### src/rtl/utt_pkg.sv
package utt_pkg;

    localparam int unsigned UNIT_W = 16;
    localparam int unsigned BYTE_W = 8;
    localparam int unsigned HIGH_W = 10;
    localparam int unsigned MAX_BYTES = 4;
    localparam int unsigned CNT_W = 3;

    localparam logic [UNIT_W-1:0] SURR_HIGH_BASE = 16'hD800;
    localparam logic [UNIT_W-1:0] SURR_LOW_BASE  = 16'hDC00;
    localparam logic [UNIT_W-1:0] SURR_END       = 16'hE000;
    localparam logic [UNIT_W-1:0] ONE_BYTE_END   = 16'h0080;
    localparam logic [UNIT_W-1:0] TWO_BYTE_END   = 16'h0800;
    localparam logic [UNIT_W-1:0] CAP_DEFAULT    = 16'hFFFF;

    localparam logic [BYTE_W-1:0] CONT_MARK  = 8'h80;
    localparam logic [BYTE_W-1:0] LEAD2_MARK = 8'hC0;
    localparam logic [BYTE_W-1:0] LEAD3_MARK = 8'hE0;
    localparam logic [BYTE_W-1:0] LEAD4_MARK = 8'hF0;
    localparam logic [BYTE_W-1:0] TERM_BYTE  = 8'h00;

    localparam logic [CNT_W-1:0] LEN_NONE = 3'd0;
    localparam logic [CNT_W-1:0] LEN_ONE  = 3'd1;
    localparam logic [CNT_W-1:0] LEN_TWO  = 3'd2;
    localparam logic [CNT_W-1:0] LEN_THREE = 3'd3;
    localparam logic [CNT_W-1:0] LEN_FOUR = 3'd4;

    // decoder state carried between code units
    typedef struct packed {
        logic              high_pending;
        logic [HIGH_W-1:0] high_bits;
        logic [UNIT_W-1:0] room_left;
    } utt_state_t;

    // bytes of one character, first byte in slot 0
    typedef struct packed {
        logic [MAX_BYTES-1:0][BYTE_W-1:0] bytes;
        logic [CNT_W-1:0]                 count;
        logic                             last;
    } utt_pack_t;

endpackage

### src/rtl/utt_if.sv
interface utt_unit_if
    import utt_pkg::*;
();
    logic              valid;
    logic              ready;
    logic [UNIT_W-1:0] code_unit;

    modport source (output valid, output code_unit, input ready);
    modport sink (input valid, input code_unit, output ready);
endinterface

interface utt_cfg_if
    import utt_pkg::*;
();
    logic              valid;
    logic              ready;
    logic [UNIT_W-1:0] out_capacity;

    modport source (output valid, output out_capacity, input ready);
    modport sink (input valid, input out_capacity, output ready);
endinterface

interface utt_byte_if
    import utt_pkg::*;
();
    logic              valid;
    logic              ready;
    logic [BYTE_W-1:0] out_byte;
    logic              last;

    modport source (output valid, output out_byte, output last, input ready);
    modport sink (input valid, input out_byte, input last, output ready);
endinterface

### src/rtl/utt_encoder.sv
module utt_encoder
    import utt_pkg::*;
(
    input  logic [UNIT_W-1:0] code_unit,
    input  logic [UNIT_W-1:0] out_capacity,
    input  utt_state_t        state,
    output utt_state_t        state_next,
    output utt_pack_t         pack
);

    logic              is_zero;
    logic              is_high;
    logic              is_low;
    logic              is_surr;
    logic              try_emit;
    logic              fits;
    logic [20:0]       cp;
    logic [4:0]        plane;
    logic [CNT_W-1:0]  len;

    always_comb
    begin
        is_zero = (code_unit == '0);
        is_high = code_unit inside {[SURR_HIGH_BASE:SURR_LOW_BASE-1]};
        is_low  = code_unit inside {[SURR_LOW_BASE:SURR_END-1]};
        is_surr = is_high | is_low;

        // pair adds 0x10000: only the plane field grows
        plane = {1'b0, state.high_bits[9:6]} + 5'd1;

        if (state.high_pending)
        begin
            cp       = {plane, state.high_bits[5:0], code_unit[9:0]};
            len      = LEN_FOUR;
            try_emit = is_low;
        end
        else
        begin
            cp       = {5'd0, code_unit};
            try_emit = !is_surr;
            if (code_unit < ONE_BYTE_END)
                len = LEN_ONE;
            else if (code_unit < TWO_BYTE_END)
                len = LEN_TWO;
            else
                len = LEN_THREE;
        end

        // one slot stays reserved for the terminator
        fits = (state.room_left > {{(UNIT_W-CNT_W){1'b0}}, len});

        state_next = state;
        pack.bytes = '0;
        pack.count = LEN_NONE;
        pack.last  = 1'b0;

        case (len)
            LEN_ONE:
            begin
                pack.bytes[0] = cp[7:0];
            end
            LEN_TWO:
            begin
                pack.bytes[0] = LEAD2_MARK | {3'b000, cp[10:6]};
                pack.bytes[1] = CONT_MARK | {2'b00, cp[5:0]};
            end
            LEN_THREE:
            begin
                pack.bytes[0] = LEAD3_MARK | {4'b0000, cp[15:12]};
                pack.bytes[1] = CONT_MARK | {2'b00, cp[11:6]};
                pack.bytes[2] = CONT_MARK | {2'b00, cp[5:0]};
            end
            default:
            begin
                pack.bytes[0] = LEAD4_MARK | {5'b00000, cp[20:18]};
                pack.bytes[1] = CONT_MARK | {2'b00, cp[17:12]};
                pack.bytes[2] = CONT_MARK | {2'b00, cp[11:6]};
                pack.bytes[3] = CONT_MARK | {2'b00, cp[5:0]};
            end
        endcase

        if (is_zero)
        begin
            state_next.high_pending = 1'b0;
            state_next.high_bits    = '0;
            state_next.room_left    = out_capacity;
            pack.bytes              = '0;
            pack.bytes[0]           = TERM_BYTE;
            pack.count              = LEN_ONE;
            pack.last               = 1'b1;
        end
        else
        begin
            state_next.high_pending = 1'b0;
            if (try_emit && fits)
            begin
                state_next.room_left = state.room_left - {{(UNIT_W-CNT_W){1'b0}}, len};
                pack.count           = len;
            end
            if (!state.high_pending && is_high)
            begin
                state_next.high_pending = 1'b1;
                state_next.high_bits    = code_unit[HIGH_W-1:0];
            end
        end
    end

endmodule

### src/rtl/utf16_to_utf8_transcoder.sv
// channel | dir | payload                | handshake
// --------+-----+------------------------+-----------
// units   | in  | code_unit[15:0]        | valid/ready
// utf8    | out | out_byte[7:0], last    | valid/ready
// cfg     | in  | out_capacity[15:0]     | valid/ready (ready always high)
//
// each code unit is decoded in the cycle it is accepted; its bytes land in a
// four-byte character buffer and leave through the output register, one word
// per cycle while utf8 is not stalled. the next unit is taken while the
// buffer's final byte moves out.
// reset clears the pending surrogate and sets capacity and room to 65535.
// a stall on utf8 holds the output word and, while the buffer holds bytes, units.
module utf16_to_utf8_transcoder
    import utt_pkg::*;
(
    input  logic             clk,
    input  logic             rst_n,
    utt_unit_if.sink         units,
    utt_cfg_if.sink          cfg,
    utt_byte_if.source       utf8
);

    // decoder state and capacity register
    utt_state_t        state_reg;
    utt_state_t        state_next;
    utt_state_t        enc_state;
    logic [UNIT_W-1:0] cap_reg;
    logic [UNIT_W-1:0] cap_next;

    // character buffer
    utt_pack_t         enc_pack;
    logic [MAX_BYTES-1:0][BYTE_W-1:0] buf_reg;
    logic [MAX_BYTES-1:0][BYTE_W-1:0] buf_next;
    logic [CNT_W-1:0]  cnt_reg;
    logic [CNT_W-1:0]  cnt_next;
    logic              buf_last_reg;
    logic              buf_last_next;

    // output register
    logic              out_valid_reg;
    logic              out_valid_next;
    logic [BYTE_W-1:0] out_byte_reg;
    logic [BYTE_W-1:0] out_byte_next;
    logic              out_last_reg;
    logic              out_last_next;

    logic              out_free;
    logic              move;
    logic              unit_ready;
    logic              unit_take;
    logic              cfg_take;

    utt_encoder u_encoder (
        .code_unit    (units.code_unit),
        .out_capacity (cap_reg),
        .state        (state_reg),
        .state_next   (enc_state),
        .pack         (enc_pack)
    );

    // output register can load when empty or being drained
    assign out_free   = !out_valid_reg || utf8.ready;
    assign move       = (cnt_reg != LEN_NONE) && out_free;
    // take a unit when the buffer is empty or its final byte leaves now
    assign unit_ready = (cnt_reg == LEN_NONE) || ((cnt_reg == LEN_ONE) && out_free);
    assign unit_take  = units.valid && unit_ready;
    assign cfg_take   = cfg.valid;

    assign units.ready   = unit_ready;
    assign cfg.ready     = 1'b1;
    assign utf8.valid    = out_valid_reg;
    assign utf8.out_byte = out_byte_reg;
    assign utf8.last     = out_last_reg;

    always_comb
    begin
        state_next = state_reg;
        cap_next   = cap_reg;
        if (unit_take)
            state_next = enc_state;
        // capacity write reloads the room, pending surrogate stays
        if (cfg_take)
        begin
            cap_next             = cfg.out_capacity;
            state_next.room_left = cfg.out_capacity;
        end
    end

    always_comb
    begin
        buf_next      = buf_reg;
        cnt_next      = cnt_reg;
        buf_last_next = buf_last_reg;
        if (unit_take)
        begin
            buf_next      = enc_pack.bytes;
            cnt_next      = enc_pack.count;
            buf_last_next = enc_pack.last;
        end
        else if (move)
        begin
            // shift toward slot 0
            buf_next = {{BYTE_W{1'b0}}, buf_reg[MAX_BYTES-1:1]};
            cnt_next = cnt_reg - LEN_ONE;
        end
    end

    always_comb
    begin
        out_valid_next = out_valid_reg;
        out_byte_next  = out_byte_reg;
        out_last_next  = out_last_reg;
        if (move)
        begin
            out_valid_next = 1'b1;
            out_byte_next  = buf_reg[0];
            out_last_next  = buf_last_reg;
        end
        else if (utf8.ready)
        begin
            out_valid_next = 1'b0;
        end
    end

    always_ff @(posedge clk or negedge rst_n)
    begin
        if (!rst_n)
        begin
            state_reg.high_pending <= 1'b0;
            state_reg.high_bits    <= '0;
            state_reg.room_left    <= CAP_DEFAULT;
            cap_reg                <= CAP_DEFAULT;
            cnt_reg                <= LEN_NONE;
            out_valid_reg          <= 1'b0;
        end
        else
        begin
            state_reg     <= state_next;
            cap_reg       <= cap_next;
            cnt_reg       <= cnt_next;
            out_valid_reg <= out_valid_next;
        end
    end

    // payload registers
    always_ff @(posedge clk)
    begin
        buf_reg      <= buf_next;
        buf_last_reg <= buf_last_next;
        out_byte_reg <= out_byte_next;
        out_last_reg <= out_last_next;
    end

endmodule

### src/flat_wrapper.sv
// flat-port wrapper written by rule: the top's interface ports become plain ports
module utf16_to_utf8_transcoder_flat import utt_pkg::*;
  (clk, rst_n, units_valid, units_code_unit, units_ready, cfg_valid, cfg_out_capacity, cfg_ready, utf8_valid, utf8_out_byte, utf8_last, utf8_ready);
  utt_unit_if units_i ();
  utt_cfg_if cfg_i ();
  utt_byte_if utf8_i ();
  input  logic clk;
  input  logic rst_n;
  input wire logic [$bits(units_i.valid)-1:0] units_valid;
  input wire logic [$bits(units_i.code_unit)-1:0] units_code_unit;
  output wire logic [$bits(units_i.ready)-1:0] units_ready;
  input wire logic [$bits(cfg_i.valid)-1:0] cfg_valid;
  input wire logic [$bits(cfg_i.out_capacity)-1:0] cfg_out_capacity;
  output wire logic [$bits(cfg_i.ready)-1:0] cfg_ready;
  output wire logic [$bits(utf8_i.valid)-1:0] utf8_valid;
  output wire logic [$bits(utf8_i.out_byte)-1:0] utf8_out_byte;
  output wire logic [$bits(utf8_i.last)-1:0] utf8_last;
  input wire logic [$bits(utf8_i.ready)-1:0] utf8_ready;
  assign units_i.valid = units_valid;
  assign units_i.code_unit = units_code_unit;
  assign units_ready = units_i.ready;
  assign cfg_i.valid = cfg_valid;
  assign cfg_i.out_capacity = cfg_out_capacity;
  assign cfg_ready = cfg_i.ready;
  assign utf8_valid = utf8_i.valid;
  assign utf8_out_byte = utf8_i.out_byte;
  assign utf8_last = utf8_i.last;
  assign utf8_i.ready = utf8_ready;
  utf16_to_utf8_transcoder u_core (.clk(clk), .rst_n(rst_n), .units(units_i), .cfg(cfg_i), .utf8(utf8_i));
endmodule
### config.mk
export PLATFORM = sky130hd
export DESIGN_NAME = utf16_to_utf8_transcoder_flat
export DESIGN_NICKNAME = d
export VERILOG_FILES = /design/src/rtl/utt_pkg.sv /design/src/rtl/utt_if.sv /design/src/rtl/utt_encoder.sv /design/src/rtl/utf16_to_utf8_transcoder.sv /design/src/flat_wrapper.sv
export SDC_FILE = /design/constraint.sdc
export NUM_CORES = 1
export LEC_CHECK = 0
export ABC_AREA = 1
export BUFFER_PORTS_ARGS = -buffer_cell sky130_fd_sc_hd__buf_2
export CORE_MARGIN = 10
export CORE_UTILIZATION = 54
export CTS_CLUSTER_DIAMETER = 120
export DETAILED_ROUTE_END_ITERATION = 7
export PLACE_DENSITY = 0.76
export SYNTH_ARGS = -nofsm -noshare
export SYNTH_HDL_FRONTEND = slang
export SYNTH_HIERARCHICAL = 1
export SYNTH_SLANG_ARGS = --single-unit
### constraint.sdc
create_clock -name clk -period 2.9 [get_ports clk]
set_input_delay 0.435 -clock clk [delete_from_list [all_inputs] [get_ports clk]]
set_output_delay 0.435 -clock clk [all_outputs]
set_load 0.03 [all_outputs]
# Word level (Yosys, flattened, before mapping)
# Index checks and enable logic that the tools add are counted.
totals:
  mem_bits_ro: 0
  mem_bits_rw: 0
  reg_bits: 89
  mem_count: 0
  elab_cells: 76
  out_inout_bits: 12
  latchBits: 0
op_classes:
  n_div: 0
  n_mux: 24
  n_mul: 0
  n_lt_le_gt_ge: 7
  bitwise_logic: 1
  shift: 0
  add_sub_neg: 3
  reduce_logical: 24
  n_eq_ne: 4
op_table:
  columns: ["operator", "n"]
  rows:
  - ["$mux W32", 3]
  - ["$mux W16", 3]
  - ["$pmux W8 S3", 2]
  - ["$ge A16 B16 Y1 const B", 2]
  - ["$le A16 B16 Y1 const B", 2]
  - ["$mux W27", 1]
  - ["$mux W21", 1]
  - ["$mux W3", 6]
  - ["$gt A16 B3 Y1", 1]
  - ["$logic_not A16 Y1", 1]
  - ["$lt A16 B12 Y1 const B", 1]
  - ["$lt A16 B8 Y1 const B", 1]
  - ["$pmux W8 S2", 1]
  - ["$sub A16 B3 Y16", 1]
  - ["$mux W11", 1]
  - ["$mux W8", 1]
  - ["$reduce_bool A2 Y1", 4]
  - ["$logic_and A1 B1 Y1", 7]
  - ["$eq A3 B1 Y1 const B", 2]
  - ["$eq A3 B2 Y1 const B", 2]
  - ["$reduce_bool A3 Y1", 2]
  - ["$add A4 B1 Y5 const B", 1]
  - ["$mux W1", 5]
  - ["$reduce_and A2 Y1", 2]
  - ["other kinds (7)", 10]

# Depth between registers and ports, before layout
# Gate-level depths: netlist of run 1.
depth:
  depth_word: 10
  ltp_mapped: 25
  mapped_depth_nobuf: 24

# Cells and area by module
# The synthesis of run 1 kept the hierarchy.
modules_own_cells:
  columns: ["module", "seq_area_each_um2", "cells_per_inst", "instances", "area_per_inst_um2"]
  rows:
  - ["utf16_to_utf8_transcoder", 2477.4, 400, 1, 3772.4]
  - ["utt_encoder", 0.0, 384, 1, 1793.0]

# Worst setup path before layout of run 1
# No wires, ideal clock.
synth_timing:
  path_kind: "input to register"
  from: "input port units_code_unit[15]"
  to: "register u_core/state_reg[13] in the netlist's numbering"
  cell_stages: 25
  setup_time_ns: 0.076
  arrival_time_ns: 2.798
  n_path_buf: 1
  required_ns: 2.824
  setup_slack_ns: 0.027
  cell_sequence: "nor2_1 -> nand3_1 -> nor2_2 -> nand2_1 -> nor2_2 -> nor2_1 -> inv_1 -> ha_1 -> inv_1 -> fa_1 -> nand2_1 -> nand2_2 -> o21ai_2 -> nand2_1 -> nor2_2 -> nor2_4 -> buf_6 -> nand2_1 -> nand2_1 -> nand2_1 -> nand2_1 -> nand2_1 -> nand2_1 -> nand2_1 -> nand2_1"
synth_lines:
  columns: ["item", "line_no", "source"]
  rows:
  - ["start, declared", "flat_wrapper.sv:10", "input wire logic [$bits(units_i.code_unit)-1:0] units_code_unit;"]
  - ["end signal, assigned", "utf16_to_utf8_transcoder.sv:138", "state_reg <= state_next;"]
  - ["end, declared", "utf16_to_utf8_transcoder.sv:24", "utt_state_t state_reg;"]

==> run metrics, run 1 <==
outcome=finished clean; TritonCTS clock tree=yes; placed insts=approximately 970; crit start category=primary input; number of buffers added on ports=47; die width=122 µm; Post-Layout Inst Area=just over 6000 µm²; Simple-Gate Fraction of Synth Area=0.373; starting density of the core=0.546; worst-skew pair later-pin latency=360 ps; largest net degree at the start of global routing=51; Max IR drop VDD=around 440 µV; CTS buffer count=9; Pre-antenna DRT Iters=8; Syn Area/Cell=7.10 µm²; Leak=3.27 nW; Syn Inst Count=784; Slew @ Worst Pin=678 ps; Vias/cell=between 5 and 6; combinational family with the most area after synthesis=simple AND/OR/NAND/NOR gates; Residual DRC=0; setup slack, reg-to-reg=250 ps; GP Congestion=0.938; clk_skew=approximately 8.8 ps; xor and xnor area share after synthesis=0.0126; most frequent cells in the layout=nand2_1, inv_1, buf_2; multiplexer share of the synthesized area=0; final setup fails=0; ys flop type=edfxtp_1; # H-tree levels=3; final worst path period share=0.933; maxcap violations=0; total vias in the final route=5100; first-pass GRT wire length=22600 µm; # IOs=just under 50; 1st-iter DRT viols=536; Sink Count=89; EDFF count, synth=42; Area after DPL=6000 µm²; die area=14800 µm²; Routed WL=13500 µm; initial antenna violation count=0; Synth Area in Adders=0.0193; CTS Root Cell=clkbuf_8; row count=37; setup TNS=0 ps; clock-pin slew on the worst setup and hold paths=80 ps; Crit. End Element=flip-flop; die height=122 µm; NumNets Final=890; clock buffer depth=2; Global Route Usage Sum=0.185; Hold WC Path Type=in -> async; PnR worst setup slack=193 ps; R2R Path End=u_core/state_reg[10]; commonest non-fill, non-tap cell in the layout=nand2_1; Final Hold Viols=0; post-synthesis compound-gate area fraction=0.0573; Post-DP HPWL=9910 µm; maximum clock frequency=approximately 370 MHz; CP max FO=16; hold buffer count at cts=0; post-place setup slack=-184 ps; mapped cell area=between 5000 and 6000 µm²; Seq cells post-synth=89; number of global-route vias before repair=4684; RR Startpoint=u_core/state_reg[26]; Post-DRT Antenna Nets=0; core area=10200 µm²; ant diodes=0; max reg flops=32; WP data arrival=3010 ps; grt total ovfl=0; cells on worst reg2reg path=23; Slew headroom=0.548; non-filler cells, final=986; synth unique cells=35; Worst EP required=3200 ps; DR WL/cell=13.6 µm; Yosys Warn Count=6; P&R area growth vs syn=11.6%; Power Total=between 5 and 6 mW; RSZ-0062 raised after global routing=no; sequential area share after synthesis=0.445; share of cells above drive strength 1=0.189; power density over the cells=857 nW/µm²; final worst path period need=2710 ps; max-slew violations=0; Post-synth ARST share=0.528; critical path class=in -> reg
==> synthesized netlist by cell type, types with 3 or more instances <==
| cell | n | area [µm²] |
|---|---|---|
| xor2_1 | 7 | 61.3 |
| ha_1 | 7 | 87.6 |
| nand3_2 | 3 | 30.0 |
| o21ai_0 | 24 | 120 |
| nand3_1 | 39 | 195 |
| nor2_2 | 6 | 37.5 |
| inv_2 | 5 | 18.8 |
| nor3_1 | 3 | 15.0 |
| dfstp_2 | 32 | 841 |
| nand3b_1 | 3 | 22.5 |
| inv_1 | 66 | 248 |
| nor2_1 | 47 | 176 |
| nand4_1 | 5 | 31.3 |
| edfxtp_1 | 42 | 1260 |
| buf_4 | 14 | 105 |
| buf_6 | 5 | 56.3 |
| nand2_2 | 6 | 37.5 |
| buf_2 | 13 | 65.1 |
| nand2_1 | 395 | 1480 |
| a21oi_1 | 25 | 125 |
| o22ai_1 | 3 | 18.8 |
| dfrtp_1 | 15 | 375 |
==> stage by stage <==
| step | utilization | hold WS (ps) |
|---|---|---|
| finish | 0.610 | 58.5 |
| global route | 0.610 | 68.6 |
| CTS | 0.604 | 44.7 |
| detailed placement | 0.589 | 405 |
| global placement | 0.589 | 406 |
| floorplan | - | 139 |
==> layout make-up <==
class                   instances  area (µm²)
fillers                      1008        3970
multi-input cells             590        2610
flip-flops and latches         89        2480
repair buffers                 84         529
inverters                      71         267
well taps                     136         170
clock buffers                  12         135
clock inverters                 4        21.3
==> worst max-delay path: stages <==
cell     delay [ps]
buf_2           110
nor2_2          110
nand3_1          80
nor2_2          120
nand2_2          80
nor2_2          130
nor2_1           80
inv_1            90
ha_4            130
inv_2            40
fa_2            400
nand2_2         100
nand2_4          70
o21ai_2          80
nand2_1          80
nor2_2          150
nor2_4           60
buf_12          140
nand2_1          70
nand2_1          50
nand2_1          60
nand2_1          50
nand2_1          60
nand2_1          50
nand2_1          80
nand2_1          80
==> how the worst max path moves through the flow <==
stage	from	slack [ps]	end
after floorplan	units_code_unit[15]	30	u_core/state_reg[13]
after global placement	units_code_unit[15]	-30	u_core/state_reg[9]
after detailed placement	units_code_unit[15]	-180	u_core/state_reg[10]
after CTS	u_core/state_reg[26]	180	u_core/state_reg[10]
after global routing	units_code_unit[15]	7	u_core/state_reg[11]
final	units_code_unit[15]	190	u_core/state_reg[10]
==> kinds of logic after synthesis <==
logic type | Yosys count
buf+inv | 107
simple gates | 511
flops | 89
fa+ha+maj | 8
xor+xnor | 8
other cells | 2
compound gates | 59
==> power breakdown <==
part           switching (mW)  internal (mW)  total, mW
Combinational            1.52          0.781       2.30
Clock                   0.427          0.307      0.734
Sequential              0.270           2.02       2.29
Total                    2.22           3.11       5.32
==> timing repair <==
item	in CTS	in global routing
gates resized for setup	0	9
setup buffers	0	2
endpoints found under the setup margin	0	15
==> layer usage <==
layer	up-vias	wire length, µm	global-route usage
met5	-	0	0
met3	16	880	0.0475
met4	0	171	0.0492
li1	2544	-	-
met2	165	6370	0.294
met1	2375	6040	0.246
Note: power is estimated with default switching activity, not from simulation.
==> run 2: changes to the inputs <==
--- a/config.mk
+++ b/config.mk
@@ -5,13 +5,12 @@
 export SDC_FILE = /design/constraint.sdc
 export NUM_CORES = 1
 export LEC_CHECK = 0
-export ABC_AREA = 1
 export BUFFER_PORTS_ARGS = -buffer_cell sky130_fd_sc_hd__buf_2
 export CORE_MARGIN = 10
 export CORE_UTILIZATION = 54
 export CTS_CLUSTER_DIAMETER = 120
 export DETAILED_ROUTE_END_ITERATION = 7
-export PLACE_DENSITY = 0.76
+export PLACE_DENSITY_LB_ADDON = 0.05
 export SYNTH_ARGS = -nofsm -noshare
 export SYNTH_HDL_FRONTEND = slang
 export SYNTH_HIERARCHICAL = 1
==> run 2 against run 1 <==
Utilization rose by 4.7 points. Non-clock buffer count rose by 11. Die area fell by 4.6%. Clock power rose by 16%. Sequential power fell by 8%. Via count fell by 16%. Critical path depth fell by 11. Synthesized cell count fell by 35%. Critical path type unchanged. Critical endpoint is now u_core/state_reg[11]. Largest cell class unchanged. Largest power group is now sequential cells. Highest routed layer unchanged.
==> run metrics, run 2 <==
Post-Layout Inst Area=6160 µm² (was 6210 µm²); Global Route Usage Sum=0.187 (was 0.185); Slew @ Worst Pin=810 ps (was 678 ps); Area after DPL=5860 µm² (was 6000 µm²); maxcap violations=0 (unchanged); CP Buf/Inv Count=2 (was 4); row count=35 (was 37); core area=9370 µm² (was 10200 µm²); EDFF count, synth=42 (unchanged); Area contributors post-synth=edfxtp_1, dfstp_2, mux2_2 (was nand2_1, edfxtp_1, dfstp_2); multiplexer share of the synthesized area=0.141 (was 0); synth unique cells=57 (was 35); Worst EP required=3210 ps (was 3200 ps); combinational family with the most area after synthesis=simple AND/OR/NAND/NOR gates (unchanged); sequential area share after synthesis=0.471 (was 0.445); final setup fails=0 (unchanged); worst-path cell chain=buf_6 -> or4_4 -> nand2b_4 -> nor2_4 -> nor2_2 -> ha_2 -> inv_2 -> fa_2 -> a21o_1 -> a21oi_4 -> and2_4 -> or4_1 -> a31oi_1 -> a31oi_1 -> a21oi_1; DR WL/cell=18.7 µm (was 13.6 µm); final worst path period need=2890 ps (was 2710 ps); NumNets Final=624 (was 890); Vias/cell=6.02 (was 5.17); number of buffers added on ports=47 (unchanged); Highest Signal Layer=met4 (unchanged); Crit. End Element=flip-flop (unchanged); maximum clock frequency=346 MHz (was 369 MHz); count leader, synth=mux2_2 (was nand2_1); worst-skew pair later-pin latency=380 ps (was 360 ps); setup slack, reg-to-reg=200 ps (was 250 ps); ant diodes=0 (unchanged); Hold WC Path Type=in -> async (unchanged); most used cell, CP=a31oi_1 (was nand2_1); clock-pin slew on the worst setup and hold paths=110 ps (was 80 ps); crit start category=primary input (unchanged); Sink Count=89 (unchanged); Syn Area/Cell=10.4 µm² (was 7.10 µm²); starting density of the core=0.561 (was 0.546); crit-path max cell delay=560 ps (was 400 ps); Pre-antenna DRT Iters=5 (was 8); 1st-iter DRT viols=405 (was 536); P&R area growth vs syn=17.2% (was 11.6%); initial antenna violation count=0 (unchanged); Yosys Warn Count=6 (unchanged); ys flop type=edfxtp_1 (unchanged); post-synthesis compound-gate area fraction=0.143 (was 0.0573); GP Congestion=0.888 (was 0.938); CTS Root Cell=clkbuf_8 (unchanged); hold buffer count at cts=0 (unchanged); Simple-Gate Fraction of Synth Area=0.172 (was 0.373); die width=119 µm (was 122 µm); # IOs=49 (unchanged); WP data arrival=3190 ps (was 3010 ps); Slew headroom=0.460 (was 0.548); die area=14100 µm² (was 14800 µm²); mapped cell area=5260 µm² (was 5570 µm²); outcome=finished clean (unchanged); Residual DRC=0 (unchanged); grt total ovfl=0 (unchanged); power density over the cells=756 nW/µm² (was 857 nW/µm²); critical path class=in -> reg (unchanged); Seq cells post-synth=89 (unchanged); # H-tree levels=3 (unchanged); max reg flops=32 (unchanged); xor and xnor area share after synthesis=0.00666 (was 0.0126); largest net degree at the start of global routing=49 (was 51); number of global-route vias before repair=4231 (was 4684); most frequent cells in the layout=buf_4, mux2_2, buf_2 (was nand2_1, inv_1, buf_2); Routed WL=13300 µm (was 13500 µm); Yosys top cell area share=0.240 (was 0.266); RSZ-0062 raised after global routing=yes (was no); largest area contributor in the netlist=edfxtp_1 (was nand2_1); metal3 WL=794 µm (was 880 µm); share of cells above drive strength 1=0.390 (was 0.189); Power Total=4.66 mW (was 5.32 mW); Post-DP HPWL=8950 µm (was 9910 µm); CTS buffer count=9 (unchanged); TritonCTS clock tree=yes (unchanged); clk_skew=23.0 ps (was 8.82 ps); non-filler cells, final=713 (was 986); clock buffer depth=2 (unchanged); final worst path period share=0.996 (was 0.933); Synth Area in Adders=0.0205 (was 0.0193); CP max FO=5 (was 16); top cells by count, synth=mux2_2, nor2_1, edfxtp_1 (was nand2_1, inv_1, nor2_1); die height=119 µm (was 122 µm); Post-synth ARST share=0.528 (unchanged); total vias in the final route=4293 (was 5100); commonest non-fill, non-tap cell in the layout=buf_4 (was nand2_1); Top Family by Delay on Critical Path=simple AND/OR/NAND/NOR gates (unchanged); max-slew violations=0 (unchanged); Max IR drop VDD=380 µV (was 440 µV); Leak=2.47 nW (was 3.27 nW); slowest CP cell=or4_4 (was fa_2); met1 WL=6240 µm (was 6040 µm); Post-DRT Antenna Nets=0 (unchanged); met2 WL post-DR=6090 µm (was 6370 µm); Final Hold Viols=0 (unchanged); first-pass GRT wire length=22000 µm (was 22600 µm); placed insts=691 (was 968); Syn Inst Count=507 (was 784)
[run 2: changes by cell type after synthesis, moves of 10 or more]
| cell | before | now |
|---|---|---|
| mux2i_1 | 0 | 12 |
| inv_1 | 66 | 9 |
| a31oi_1 | 0 | 27 |
| mux2_2 | 0 | 46 |
| nand2_1 | 395 | 31 |
| nor3_1 | 3 | 14 |
| nor2b_1 | 0 | 19 |
| or4_1 | 0 | 10 |
| nand3_1 | 39 | 10 |
| clkbuf_1 | 2 | 21 |
| and3_1 | 0 | 10 |
[run 2: cell families after synthesis]
family                   after synthesis
AND/OR/NAND/NOR                      170
AO/OA/AOI/OAI                        121
flip-flops                            89
multiplexers                          65
buffers and inverters                 48
adder cells (fa/ha/maj)                8
XOR/XNOR                               4
other                                  2
[run 2: where the power goes]
part,switching (mW),total [mW],internal [mW]
logic,0.981,1.69,0.710
registers,0.199,2.11,1.91
clock network,0.516,0.854,0.338
[run 2: layer usage]
layer | vias to the layer above | track usage
met4 | 0 | 0.0542
met2 | 174 | 0.276
li1 | 2022 | -
met5 | - | 0
met3 | 16 | 0.0371
met1 | 2081 | 0.270
[run 2: stage by stage]
step / hold WS (ps) / worst slack [ps] / setup TNS [ps] / util
detailed placement: 406 / -398 / -3110 / 0.625
global route: 170 / -91.5 / -240 / 0.657
floorplan: 139 / -374 / -2030 / -
finish: 136 / 10.7 / 0 / 0.657
CTS: 146 / 7.63 / 0 / 0.646
global placement: 402 / -299 / -2040 / 0.625
[run 2: path summary, 6_finish.rpt]
kind                                      start                   end  depth (start not counted)
setup / recovery            units_code_unit[14]  u_core/state_reg[11]                         15
hold / removal                            rst_n  u_core/state_reg[16]                          1
setup reg to reg           u_core/state_reg[26]   u_core/state_reg[8]                         11
hold reg to reg             u_core/buf_last_reg      u_core/utf8.last                          0
max in group asynchronous                 rst_n   u_core/state_reg[1]                          2
min in group clk           cfg_out_capacity[12]    u_core/cap_reg[12]                          2
[run 2: final cells by class]
class                      instances  area, µm²
clock buffer                       9        124
clock inverter                     7       68.8
fill                             790       3210
multi-input combinational        372       2660
tap                              129        161
inverter                          12       50.0
sequential                        89       2480
timing repair buffer              95        621
[run 2: repair_timing]
| item | CTS | global route |
|---|---|---|
| hold endpoints to repair | 0 | 0 |
| endpoints found under the setup margin | 0 | 9 |
| gates resized for setup | 0 | 11 |
| buffers inserted | 0 | 6 |
